## src/rtl/bpa_pkg.sv

```systemverilog
package bpa_pkg;

  localparam int WORD_W = 32;
  localparam int BIT_W  = 5;

  localparam int REQ_W    = 2;
  localparam int PAGE_W   = 10;
  localparam int STATUS_W = 2;
  localparam int USED_W   = 11;

  localparam logic [REQ_W-1:0] REQ_ALLOC = 2'd0;
  localparam logic [REQ_W-1:0] REQ_FREE  = 2'd1;
  localparam logic [REQ_W-1:0] REQ_QUERY = 2'd2;

  localparam logic [STATUS_W-1:0] STATUS_OK           = 2'd0;
  localparam logic [STATUS_W-1:0] STATUS_FULL         = 2'd1;
  localparam logic [STATUS_W-1:0] STATUS_ALREADY_FREE = 2'd2;
  localparam logic [STATUS_W-1:0] STATUS_RANGE        = 2'd3;

  typedef enum logic [2:0] {
    ST_CLEAR,
    ST_IDLE,
    ST_READ,
    ST_SCAN,
    ST_DONE
  } state_t;

endpackage

```

## src/rtl/bpa_ram.sv

```systemverilog
module bpa_ram #(
  parameter int WIDTH = 32,
  parameter int DEPTH = 32,
  parameter int AW    = (DEPTH > 1) ? $clog2(DEPTH) : 1
) (
  input  logic             clk,
  input  logic             we,
  input  logic [AW-1:0]    waddr,
  input  logic [WIDTH-1:0] wdata,
  input  logic [AW-1:0]    raddr,
  output logic [WIDTH-1:0] rdata
);

  logic [WIDTH-1:0] mem [DEPTH];

  always_ff @(posedge clk) begin
    if (we) begin
      mem[waddr] <= wdata;
    end
    rdata <= mem[raddr];
  end

endmodule

```

## src/rtl/bitmap_page_allocator.sv

```systemverilog
// channel | signals                                           | direction
// --------+---------------------------------------------------+----------
// in      | in_valid, in_stall, req_type, page_index           | into block
// out     | out_valid, out_stall, status, result_index,        | from block
//         | is_free, pages_in_use                              |
//
// One request at a time. Free and query pass through READ and DONE before the
// next accept; allocate passes through READ, and through SCAN for each bitmap
// word read past the hint's word (up to WORDS-1) while it hunts for the next
// free page, then DONE. Rejected requests go straight to DONE. The bitmap sits
// in one 32-bit-wide RAM with one read port. After reset a clearing pass zeroes
// the RAM word by word (WORDS is 32 by default), with in_stall high. A new
// transaction is taken while a result still waits on out_stall; it then holds in its last state until the output frees.
module bitmap_page_allocator #(
  parameter int NUM_PAGES = 1024
) (
  input  logic                             clk,
  input  logic                             rst,
  input  logic                             in_valid,
  output logic                             in_stall,
  input  logic [bpa_pkg::REQ_W-1:0]        req_type,
  input  logic [bpa_pkg::PAGE_W-1:0]       page_index,
  output logic                             out_valid,
  input  logic                             out_stall,
  output logic [bpa_pkg::STATUS_W-1:0]     status,
  output logic [bpa_pkg::PAGE_W-1:0]       result_index,
  output logic                             is_free,
  output logic [bpa_pkg::USED_W-1:0]       pages_in_use
);

  localparam int WORDS     = (NUM_PAGES + bpa_pkg::WORD_W - 1) / bpa_pkg::WORD_W;
  localparam int AW        = (WORDS > 1) ? $clog2(WORDS) : 1;
  localparam int PW        = $clog2(NUM_PAGES + 1);
  localparam int HW        = (PW > bpa_pkg::USED_W) ? PW : bpa_pkg::USED_W;
  localparam int LAST_BITS = NUM_PAGES - (WORDS - 1) * bpa_pkg::WORD_W;
  localparam logic [AW-1:0] LAST_WORD = AW'(WORDS - 1);
  localparam logic [HW-1:0] LIMIT     = HW'(NUM_PAGES);
  // bits past the last page in the last word count as used for the scan
  localparam logic [bpa_pkg::WORD_W-1:0] TAIL_PAD =
    (LAST_BITS == bpa_pkg::WORD_W) ? '0 :
    ~((bpa_pkg::WORD_W'(1) << LAST_BITS) - bpa_pkg::WORD_W'(1));

  bpa_pkg::state_t state, state_next;

  logic [HW-1:0]                   hint, hint_next;
  logic [HW-1:0]                   count, count_next;
  logic [AW-1:0]                   clr_addr, clr_addr_next;
  logic [AW-1:0]                   scan_addr, scan_addr_next;
  logic [AW-1:0]                   cur_word, cur_word_next;
  logic [bpa_pkg::BIT_W-1:0]       cur_bit, cur_bit_next;
  logic [bpa_pkg::PAGE_W-1:0]      cur_page, cur_page_next;
  logic [bpa_pkg::REQ_W-1:0]       cur_req, cur_req_next;
  logic [bpa_pkg::STATUS_W-1:0]    res_status, res_status_next;
  logic [bpa_pkg::PAGE_W-1:0]      res_index, res_index_next;
  logic                            res_free, res_free_next;

  logic                            ram_we;
  logic [AW-1:0]                   ram_waddr, ram_raddr;
  logic [bpa_pkg::WORD_W-1:0]      ram_wdata, ram_rdata;

  logic [bpa_pkg::WORD_W-1:0]      low_mask, probe, bit_mask;
  logic [AW-1:0]                   probe_addr;
  logic                            fz_found;
  logic [bpa_pkg::BIT_W-1:0]       fz_idx;
  logic                            in_accept, out_load;

  bpa_ram #(
    .WIDTH (bpa_pkg::WORD_W),
    .DEPTH (WORDS),
    .AW    (AW)
  ) u_bitmap (
    .clk   (clk),
    .we    (ram_we),
    .waddr (ram_waddr),
    .wdata (ram_wdata),
    .raddr (ram_raddr),
    .rdata (ram_rdata)
  );

  assign in_stall  = (state != bpa_pkg::ST_IDLE);
  assign in_accept = in_valid && !in_stall;

  // lowest free page in the word on the read port; in ST_READ only bits above the start bit count
  always_comb begin
    bit_mask   = bpa_pkg::WORD_W'(1) << cur_bit;
    low_mask   = {bpa_pkg::WORD_W{1'b1}} >> (bpa_pkg::BIT_W'(bpa_pkg::WORD_W - 1) - cur_bit);
    probe_addr = (state == bpa_pkg::ST_SCAN) ? scan_addr : cur_word;
    probe      = ram_rdata
               | ((state == bpa_pkg::ST_READ) ? low_mask : '0)
               | ((probe_addr == LAST_WORD) ? TAIL_PAD : '0);
    fz_found   = 1'b0;
    fz_idx     = '0;
    for (int i = bpa_pkg::WORD_W - 1; i >= 0; i--) begin
      if (!probe[i]) begin
        fz_found = 1'b1;
        fz_idx   = bpa_pkg::BIT_W'(i);
      end
    end
  end

  always_comb begin
    state_next      = state;
    hint_next       = hint;
    count_next      = count;
    clr_addr_next   = clr_addr;
    scan_addr_next  = scan_addr;
    cur_word_next   = cur_word;
    cur_bit_next    = cur_bit;
    cur_page_next   = cur_page;
    cur_req_next    = cur_req;
    res_status_next = res_status;
    res_index_next  = res_index;
    res_free_next   = res_free;
    ram_we          = 1'b0;
    ram_waddr       = cur_word;
    ram_wdata       = '0;
    ram_raddr       = cur_word;
    out_load        = 1'b0;

    case (state)
      bpa_pkg::ST_CLEAR: begin
        ram_we        = 1'b1;
        ram_waddr     = clr_addr;
        clr_addr_next = clr_addr + AW'(1);
        if (clr_addr == LAST_WORD) begin
          state_next = bpa_pkg::ST_IDLE;
        end
      end

      bpa_pkg::ST_IDLE: begin
        if (in_accept) begin
          cur_req_next    = req_type;
          cur_page_next   = page_index;
          res_status_next = bpa_pkg::STATUS_OK;
          res_index_next  = '0;
          res_free_next   = 1'b0;
          state_next      = bpa_pkg::ST_DONE;
          case (req_type)
            bpa_pkg::REQ_ALLOC: begin
              if (hint >= LIMIT) begin
                res_status_next = bpa_pkg::STATUS_FULL;
              end else begin
                res_index_next = hint[bpa_pkg::PAGE_W-1:0];
                cur_word_next  = AW'(hint >> bpa_pkg::BIT_W);
                cur_bit_next   = hint[bpa_pkg::BIT_W-1:0];
                ram_raddr      = AW'(hint >> bpa_pkg::BIT_W);
                state_next     = bpa_pkg::ST_READ;
              end
            end
            bpa_pkg::REQ_FREE, bpa_pkg::REQ_QUERY: begin
              if (HW'(page_index) >= LIMIT) begin
                res_status_next = bpa_pkg::STATUS_RANGE;
              end else begin
                cur_word_next = AW'(page_index >> bpa_pkg::BIT_W);
                cur_bit_next  = page_index[bpa_pkg::BIT_W-1:0];
                ram_raddr     = AW'(page_index >> bpa_pkg::BIT_W);
                state_next    = bpa_pkg::ST_READ;
              end
            end
            default: ;
          endcase
        end
      end

      bpa_pkg::ST_READ: begin
        state_next = bpa_pkg::ST_DONE;
        case (cur_req)
          bpa_pkg::REQ_ALLOC: begin
            ram_we     = 1'b1;
            ram_wdata  = ram_rdata | bit_mask;
            count_next = count + HW'(1);
            if (fz_found) begin
              hint_next = HW'({cur_word, fz_idx});
            end else if (cur_word == LAST_WORD) begin
              hint_next = LIMIT;
            end else begin
              ram_raddr      = cur_word + AW'(1);
              scan_addr_next = cur_word + AW'(1);
              state_next     = bpa_pkg::ST_SCAN;
            end
          end
          bpa_pkg::REQ_FREE: begin
            if (!ram_rdata[cur_bit]) begin
              res_status_next = bpa_pkg::STATUS_ALREADY_FREE;
            end else begin
              ram_we     = 1'b1;
              ram_wdata  = ram_rdata & ~bit_mask;
              count_next = count - HW'(1);
              if (hint > HW'(cur_page)) begin
                hint_next = HW'(cur_page);
              end
            end
          end
          default: begin
            res_free_next = !ram_rdata[cur_bit];
          end
        endcase
      end

      bpa_pkg::ST_SCAN: begin
        if (fz_found) begin
          hint_next  = HW'({scan_addr, fz_idx});
          state_next = bpa_pkg::ST_DONE;
        end else if (scan_addr == LAST_WORD) begin
          hint_next  = LIMIT;
          state_next = bpa_pkg::ST_DONE;
        end else begin
          ram_raddr      = scan_addr + AW'(1);
          scan_addr_next = scan_addr + AW'(1);
        end
      end

      bpa_pkg::ST_DONE: begin
        if (!out_valid || !out_stall) begin
          out_load   = 1'b1;
          state_next = bpa_pkg::ST_IDLE;
        end
      end

      default: begin
        state_next = bpa_pkg::ST_IDLE;
      end
    endcase
  end

  always_ff @(posedge clk) begin
    if (rst) begin
      state     <= bpa_pkg::ST_CLEAR;
      hint      <= '0;
      count     <= '0;
      clr_addr  <= '0;
      out_valid <= 1'b0;
    end else begin
      state    <= state_next;
      hint     <= hint_next;
      count    <= count_next;
      clr_addr <= clr_addr_next;
      if (out_load) begin
        out_valid <= 1'b1;
      end else if (!out_stall) begin
        out_valid <= 1'b0;
      end
    end
  end

  always_ff @(posedge clk) begin
    scan_addr  <= scan_addr_next;
    cur_word   <= cur_word_next;
    cur_bit    <= cur_bit_next;
    cur_page   <= cur_page_next;
    cur_req    <= cur_req_next;
    res_status <= res_status_next;
    res_index  <= res_index_next;
    res_free   <= res_free_next;
    if (out_load) begin
      status       <= res_status;
      result_index <= res_index;
      is_free      <= res_free;
      pages_in_use <= count[bpa_pkg::USED_W-1:0];
    end
  end

endmodule
```

## config.mk

```make
export PLATFORM = sky130hd
export DESIGN_NAME = bitmap_page_allocator
export DESIGN_NICKNAME = d
export VERILOG_FILES = /design/src/rtl/bpa_pkg.sv /design/src/rtl/bpa_ram.sv /design/src/rtl/bitmap_page_allocator.sv
export SDC_FILE = /design/constraint.sdc
export NUM_CORES = 2
export LEC_CHECK = 0
export BUFFER_PORTS_ARGS = -buffer_cell sky130_fd_sc_hd__buf_2
export CAP_MARGIN = 20
export CORE_MARGIN = 3
export CORE_UTILIZATION = 30
export DETAILED_ROUTE_END_ITERATION = 12
export HOLD_SLACK_MARGIN = 0.03
export PLACE_DENSITY_LB_ADDON = 0.08
export RECOVER_POWER = 100
export SLEW_MARGIN = 25
export SYNTH_ARGS = -nofsm -noshare
export SYNTH_HDL_FRONTEND = slang
export SYNTH_SLANG_ARGS = --single-unit
```

## constraint.sdc

```tcl
create_clock -name clk -period 4.1 [get_ports clk]
set_input_delay 0.615 -clock clk [delete_from_list [all_inputs] [get_ports clk]]
set_output_delay 0.615 -clock clk [all_outputs]
set_load 0.05 [all_outputs]
```

After elaboration in Yosys (flattened, before gate mapping)
Memory sizes are Yosys's and may differ from the RTL's. A register that Yosys moved wholly into a read port is not among the register bits.
Cells that the tools add are included.
Cells by class
  add/subtract/negate cells: 6
  magnitude comparators: 3
  equality and inequality tests: 30
  shifts and indexed selects: 2
  multiplexer cells: 127
  bitwise logic cells: 5
  reductions and logical operators: 24
Operators by type and width (count)
  5-bit 2-to-1 mux: 46
  32-bit 2-to-1 mux: 3
  11-bit 2-to-1 mux: 7
  11-bit one-hot mux with 2 select lines: 3
  32-bit bitwise OR: 2
  32-bit one-hot mux with 2 select lines: 1
  1-bit 2-to-1 mux: 44
  32-bit bitwise AND: 1
  32-bit inverter: 1
  1-bit by 5-bit << shifter with 32-bit output, first input constant: 1
  32-bit by 5-bit >> shifter with 32-bit output, first input constant: 1
  5-bit one-hot mux with 2 select lines: 3
  3-bit 2-to-1 mux: 9
  2-bit inequality test, second input constant: 11
  5-bit by 1-bit adder with 5-bit output, second input constant: 3
  5-bit == test, second input constant: 3
  3-bit one-hot mux with 5 select lines: 1
  5-bit one-hot mux with 3 select lines: 1
  4-bit AND reduction: 3
  6-bit AND reduction: 2
  11-bit by 1-bit adder with 11-bit output, second input constant: 1
  11-bit >= comparator, second input constant: 1
  11-bit by 10-bit > comparator with 1-bit output: 1
  11-bit by 1-bit subtractor with 11-bit output, second input constant: 1
  other kinds (27): 47
Storage, ports and cells
  register bits: 95
  bits in writable memories: 1024
  output and inout bits: 26
  word-level logic and storage cells: 215
  memories kept: 1
Memory list
  u_bitmap.mem: words 32, width 32, read ports 1, clocked after memory_dff 1, write ports 1, RTL line bpa_ram.sv:14  | logic [WIDTH-1:0] mem [DEPTH];

Logic depth before layout (Yosys ltp)
  word-level depth: 39
  gate-level depth with buffers: 17

Modules after synthesis
From an unflattened synthesis, not the netlist that was laid out.
Second synthesis, totals
  cell total of the unflattened synthesis: 3037
  area, all modules: 47316.6 µm²
By module, submodules not included
  bpa_ram: instances 1, cells each 2260, area each 40492.6 µm²
  bitmap_page_allocator: instances 1, cells each 777, area each 6824.0 µm²

Worst setup path before layout
OpenSTA, ideal clock, no wires.
  path kind: reg2reg
  start: register state[1]
  end: register u_bitmap.rdata[16], read port of u_bitmap.mem
  arrival: 4009 ps
  setup slack: -37 ps
  stages on the path, launching flop included: 16
  buffers on the path: 5
  period minus slack after synthesis: 4137 ps
  cells stage by stage: dfxtp_1 -> clkbuf_1 -> or3b_2 -> clkbuf_1 -> clkinv_1 -> nand4b_1 -> a22o_1 -> a22o_1 -> a31oi_1 -> nand2_1 -> clkbuf_1 -> clkbuf_1 -> clkbuf_1 -> mux4_2 -> a221oi_1 -> a211oi_1
RTL lines
  from (decl): RTL line bitmap_page_allocator.sv:43  | bpa_pkg::state_t state, state_next;
  from (signal assigned): RTL line bitmap_page_allocator.sv:228  | state <= bpa_pkg::ST_CLEAR;
  from (signal assigned): RTL line bitmap_page_allocator.sv:234  | state <= state_next;
  3-bit by 1-bit inequality test with 1-bit output: RTL line bitmap_page_allocator.sv:80  | assign in_stall = (state != bpa_pkg::ST_IDLE);
  via in_stall: RTL line bitmap_page_allocator.sv:20  | output logic in_stall,
  1-bit zero test: RTL line bitmap_page_allocator.sv:81  | assign in_accept = in_valid && !in_stall;
  1-bit logical AND: RTL line bitmap_page_allocator.sv:81
  5-bit 2-to-1 mux
  5-bit one-hot mux with 3 select lines: RTL line bitmap_page_allocator.sv:120  | case (state)
  to (decl): RTL line bpa_ram.sv:11  | output logic [WIDTH-1:0] rdata
The timed path passes the listed nets, and every way through them passes these cells.
A chain may end at the register's enable or synchronous reset.

Worst setup path in the final report
  start: register cur_bit[1] (netlist name)
  end: register u_bitmap.rdata[31], read port of u_bitmap.mem
On the way
  longest elaborated chain between the ends: 39
RTL lines
  from (decl): RTL line bitmap_page_allocator.sv:50  | logic [bpa_pkg::BIT_W-1:0] cur_bit, cur_bit_next;
  from (signal assigned): RTL line bitmap_page_allocator.sv:249  | cur_bit <= cur_bit_next;
  5-bit subtractor *: RTL line bitmap_page_allocator.sv:86  | low_mask = {bpa_pkg::WORD_W{1'b1}} >> (bpa_pkg::BIT_W'(bpa_pkg::WORD_W - 1) - cur_bit);
  32-bit by 5-bit >> shifter with 32-bit output *: RTL line bitmap_page_allocator.sv:86
  32-bit 2-to-1 mux *: RTL line bitmap_page_allocator.sv:89  | | ((state == bpa_pkg::ST_READ) ? low_mask : '0)
  32-bit bitwise OR *: RTL line bitmap_page_allocator.sv:89
  1-bit 2-to-1 mux (31 in a row): RTL line bitmap_page_allocator.sv:94  | if (!probe[i]) begin
  1-bit 2-to-1 mux *: RTL line bitmap_page_allocator.sv:94
  5-bit 2-to-1 mux: RTL line bitmap_page_allocator.sv:172  | if (fz_found) begin
  5-bit 2-to-1 mux: RTL line bitmap_page_allocator.sv:167  | case (cur_req)
  5-bit one-hot mux with 3 select lines *: RTL line bitmap_page_allocator.sv:120
Mark *: on every way between the ends. The rest lies on a longest branch, timed or not.

==> results.yml <==
sta:
  setup_ws_ns: -0.0269
  maxSlewHeadroom_pct: 24.3
  totalNegativeSetupSlack_ns: -0.0660
  slew_viol_final: 0
  hold_viol_final: 0
  fin_worst_skew_ns: 0.0421
  max_slew.worst_pin.slew_ns: 1.12
  setup_violations: 5
  max_clock_freq_ghz: 0.242
  min_period_over_period_pct: 101
  grt_setup_unrepaired: "true"
  final_period_minus_worst_setup_slack_ns: 4.13
worst_setup_path:
  critical_path_arrival_ns: 4.75
  critical_path.max_stage_delay_ns: 0.45
  critical_path.startpoint_type: "flop"
  critPathSlowestCell: "a211oi_1"
  critical_path.cell_chain: "buf_6 > buf_4 > a21o_1 > a211oi_1 > nor4_2 > buf_4 > buf_4 > and4_1 > a311oi_1 > a31oi_1 > a32o_2 > nand3b_1 > buf_4 > buf_12 > a221o_1 > o21ai_1 > a211oi_2"
  critical_path_required_ns: 4.72
  cpMostUsedCell: "buf_4"
  path_buf_inv: 6
  setup.worst_path.class: "flop to flop"
  reg2reg_slack_ns: -0.03
  critical_path_peak_fanout: 9
  worst_path_dominant_cell_family: "compound AO/OA/AOI/OAI gates"
  setup.worst_path.end_class: "flop"
placed_design:
  gp_congestion: 0.843
  pre_cts_ws_ns: -0.581
  dp_hpwl_mm: 108
  port_buffers: 41
floorplanning:
  die_area_mm2: 0.162
  floorplan.initialDensity_pct: 30.4
  placementRows: 144
  io_pins: 42
  die_h_um: 403
  die_width_um: 403
  core_region_area_mm2: 0.155
synth:
  fraction_of_synthesized_cell_area_in_xor_and_xnor_cells_pct: 0.204
  post_synth_adder_cell_area_pct: 0.784
  yosysTopAreaCell: "edfxtp_1"
  netlist-cell-type-count: 77
  synth.top_cells.by_area: "edfxtp_1, nand2_1, a211oi_1, dfxtp_1, mux4_2"
  synthesis.instances: 3407
  synth_top_area_share_pct: 69.2
  ys_seq_area_share_pct: 71.9
  synth.top_cells.by_count: "edfxtp_1, nand2_1, a211oi_1, clkbuf_1, a21oi_1"
  dominant_combinational_cell_family_by_area_after_synthesis: "compound AO/OA/AOI/OAI gates"
  syn_area_per_cell_um2: 13.9
  netlist_area_mm2: 0.0472
  synth_seq_cells: 1151
  yosys_warnings: 0
  post-synth-top-count-cell: "edfxtp_1"
  post_synth_mux_area_share_pct: 3.67
  synth_compound_gate_area_share_pct: 11.0
  dominantRegCellSynth: "edfxtp_1"
  synth-simple-area-share_pct: 9.95
  synth_enable_flop_cells: 1088
  synth_fp_nets: 3452
  synthArstFlopShare_pct: 0
clock_network:
  clock_tree.root_cell: "clkbuf_16"
  cts_buffers: 134
  clockBufferDepth: 3
  cts.reportedPaths.clkPinSlew_ns: 0.05
  cts.htree.levels: 4
  clkSinkCount: 1151
  clock_latency_ns: 0.78
  tritoncts: "built"
power:
  power.share.switching_pct: 20.5
  p_clk_share_pct: 47.0
  combinationalPowerShare_pct: 1.3
  p_sw_mw: 5.10
  sequentialPowerShare_pct: 51.7
  power.density_cell_area_mw_per_mm2: 411
  leak_nw: 19.7
  cell_int_power_mw: 19.7
  worst_ir_drop_vdd_mv: 0.407
drt:
  route.antenna.remaining_nets: 0
  routed-via-count: 32100
  detail_route.drc_violations: 0
  drt_first_pass_iters: 8
  wire_per_inst_um: 28.3
  postRouteWirelength_mm: 171
  via_density_per_instance: 5.33
  drtIter0Drc: 2987
global_routing:
  grt_antenna_before_repair: 5
  grt_max_degree: 53
  grt_util_overall_pct: 20.3
  grt_pass1_wl_mm: 238
  grt_remaining_overflow: 0
  first_global_vias: 32000
job:
  maxCapViolCount: 0
cells_and_area:
  multiInputGateArea_mm2: 0.0135
  drive_above_1_share_pct: 25.2
  layout-area-overhead-vs-synth_pct: 27.9
  layout.filler_cells: 14500
  design.final.nets: 3918
  sequential_cell_area_mm2: 0.0339
min_path:
  hold_path_class: "input pin to flop"
status:
  failed_checks: "negative setup slack"
  status: "finished, violations left"
power by group through the flow:
stage | logic, mW | registers (mW) | clock network [mW]
2_1_floorplan | 0.118 | 13.1 | 0
3_3_place_gp | 0.305 | 13.1 | 0
3_5_place_dp | 0.309 | 13.1 | 0
4_1_cts | 0.320 | 12.9 | 12.0
5_1_grt | 0.335 | 12.9 | 12.4
6_report | 0.315 | 12.9 | 11.7
layout by cell type, fill, tap and decap left out, types with 16 or more instances in the layout:
cell	netlist	final
a221o_1	32	32
inv_1	39	38
a21oi_2	0	27
clkinv_2	0	16
mux4_2	41	41
o21ai_1	32	24
nor2_1	133	91
buf_4	4	364
buf_2	45	31
a221oi_2	0	21
nor3_1	27	21
and3_1	133	131
o211ai_1	33	33
nand2_1	578	572
a21oi_1	162	126
o21ai_0	53	49
nand3_1	80	80
a211oi_1	170	143
nor2_4	0	35
a211oi_2	0	27
o22ai_1	34	27
ha_1	28	28
dfxtp_1	63	62
mux2i_1	74	72
clkbuf_1	170	52
buf_6	4	23
a311oi_1	36	24
a31oi_1	105	91
buf_12	0	95
edfxtp_1	1088	1088
clkinv_1	2	26
clkbuf_16	0	152
registers in the layout (all words and copies together) (netlist names):
| signal | cells |
|---|---|
| cur_bit | 5 |
| count | 11 |
| res_status | 2 |
| scan_addr | 5 |
| result_index | 10 |
| pages_in_use | 11 |
| cur_word | 5 |
| cur_req | 2 |
| clr_addr | 5 |
| u_bitmap.rdata | 32 |
| out_valid | 1 |
| res_free | 1 |
| cur_page | 10 |
| hint | 11 |
| res_index | 10 |
| u_bitmap.mem | 1024 |
| status | 2 |
| is_free | 1 |
| state | 3 |
per-stage QoR:
step	utilization [%]	hold WS [ns]	instance area (um^2)	instances	power (mW)
after CTS	38.1	0.0758	59100	5989	25.2
after global placement	34.7	0.402	53900	5696	13.4
after detailed placement	34.8	0.406	54000	5701	13.4
after global routing	38.9	0.149	60400	6030	25.6
final	38.9	0.152	60400	6030	24.8
after floorplan	-	0.400	47200	3407	13.2
cells by family (layout without fill, tap and decap cells):
logic type | Yosys count | after routing
flip-flops | 1151 | 1151
AO/OA/AOI/OAI | 769 | 770
adder cells (fa/ha/maj) | 29 | 29
multiplexers | 121 | 121
AND/OR/NAND/NOR | 1046 | 1046
other | 0 | 3
XOR/XNOR | 11 | 11
buffers and inverters | 280 | 855
repair_timing:
item                                    in CTS  in global routing
gates cloned                                 1                 13
pin swaps                                   18                 31
resized for setup                           62                154
hold buffers                                11                  0
endpoints found under the setup margin      32                 97
buffers inserted                            30                 25
endpoints found under the hold margin       11                  0
worst register-to-register path: stages (launching register included):
cell and delay (ns):
edfxtp_1 0.41, buf_6 0.16, buf_4 0.15, a21o_1 0.20, a211oi_1 0.45, nor4_2 0.10, buf_4 0.17, buf_4 0.14
and4_1 0.23, a311oi_1 0.28, a31oi_1 0.07, a32o_2 0.36, nand3b_1 0.21, buf_4 0.20, buf_12 0.16, a221o_1 0.32
o21ai_1 0.33, a211oi_2 0.07
worst paths after layout:
check / endpoint / start / cells past startpoint
max: u_bitmap.rdata[31] / cur_bit[1] / 17
min: out_valid / out_stall / 3
max reg2reg: u_bitmap.rdata[31] / cur_bit[1] / 17
min reg2reg: result_index[5] / res_index[5] / 0
per-layer routing:
layer  part of all wire (%)  track usage [%]  up-vias  wire length [um]
met4                    2.8             5.95        0              4780
met3                    5.2             2.93      241              8820
met1                     45             28.4    16800             76900
met5                      0                0        -                 0
li1                       -                -    14200                 -
met2                     47             32.7      954             80300
final cells by class:
type,count,area share (%)
Sequential cell,1151,56.2
Multi-Input combinational cell,1977,22.4
Timing Repair Buffer,567,9.83
Clock buffer,186,6.19
Tap cell,2044,4.23
Clock inverter,60,0.874
Inverter,42,0.265
Antenna cell,3,0.0124
No activity file was read; power rests on OpenSTA's default activity.
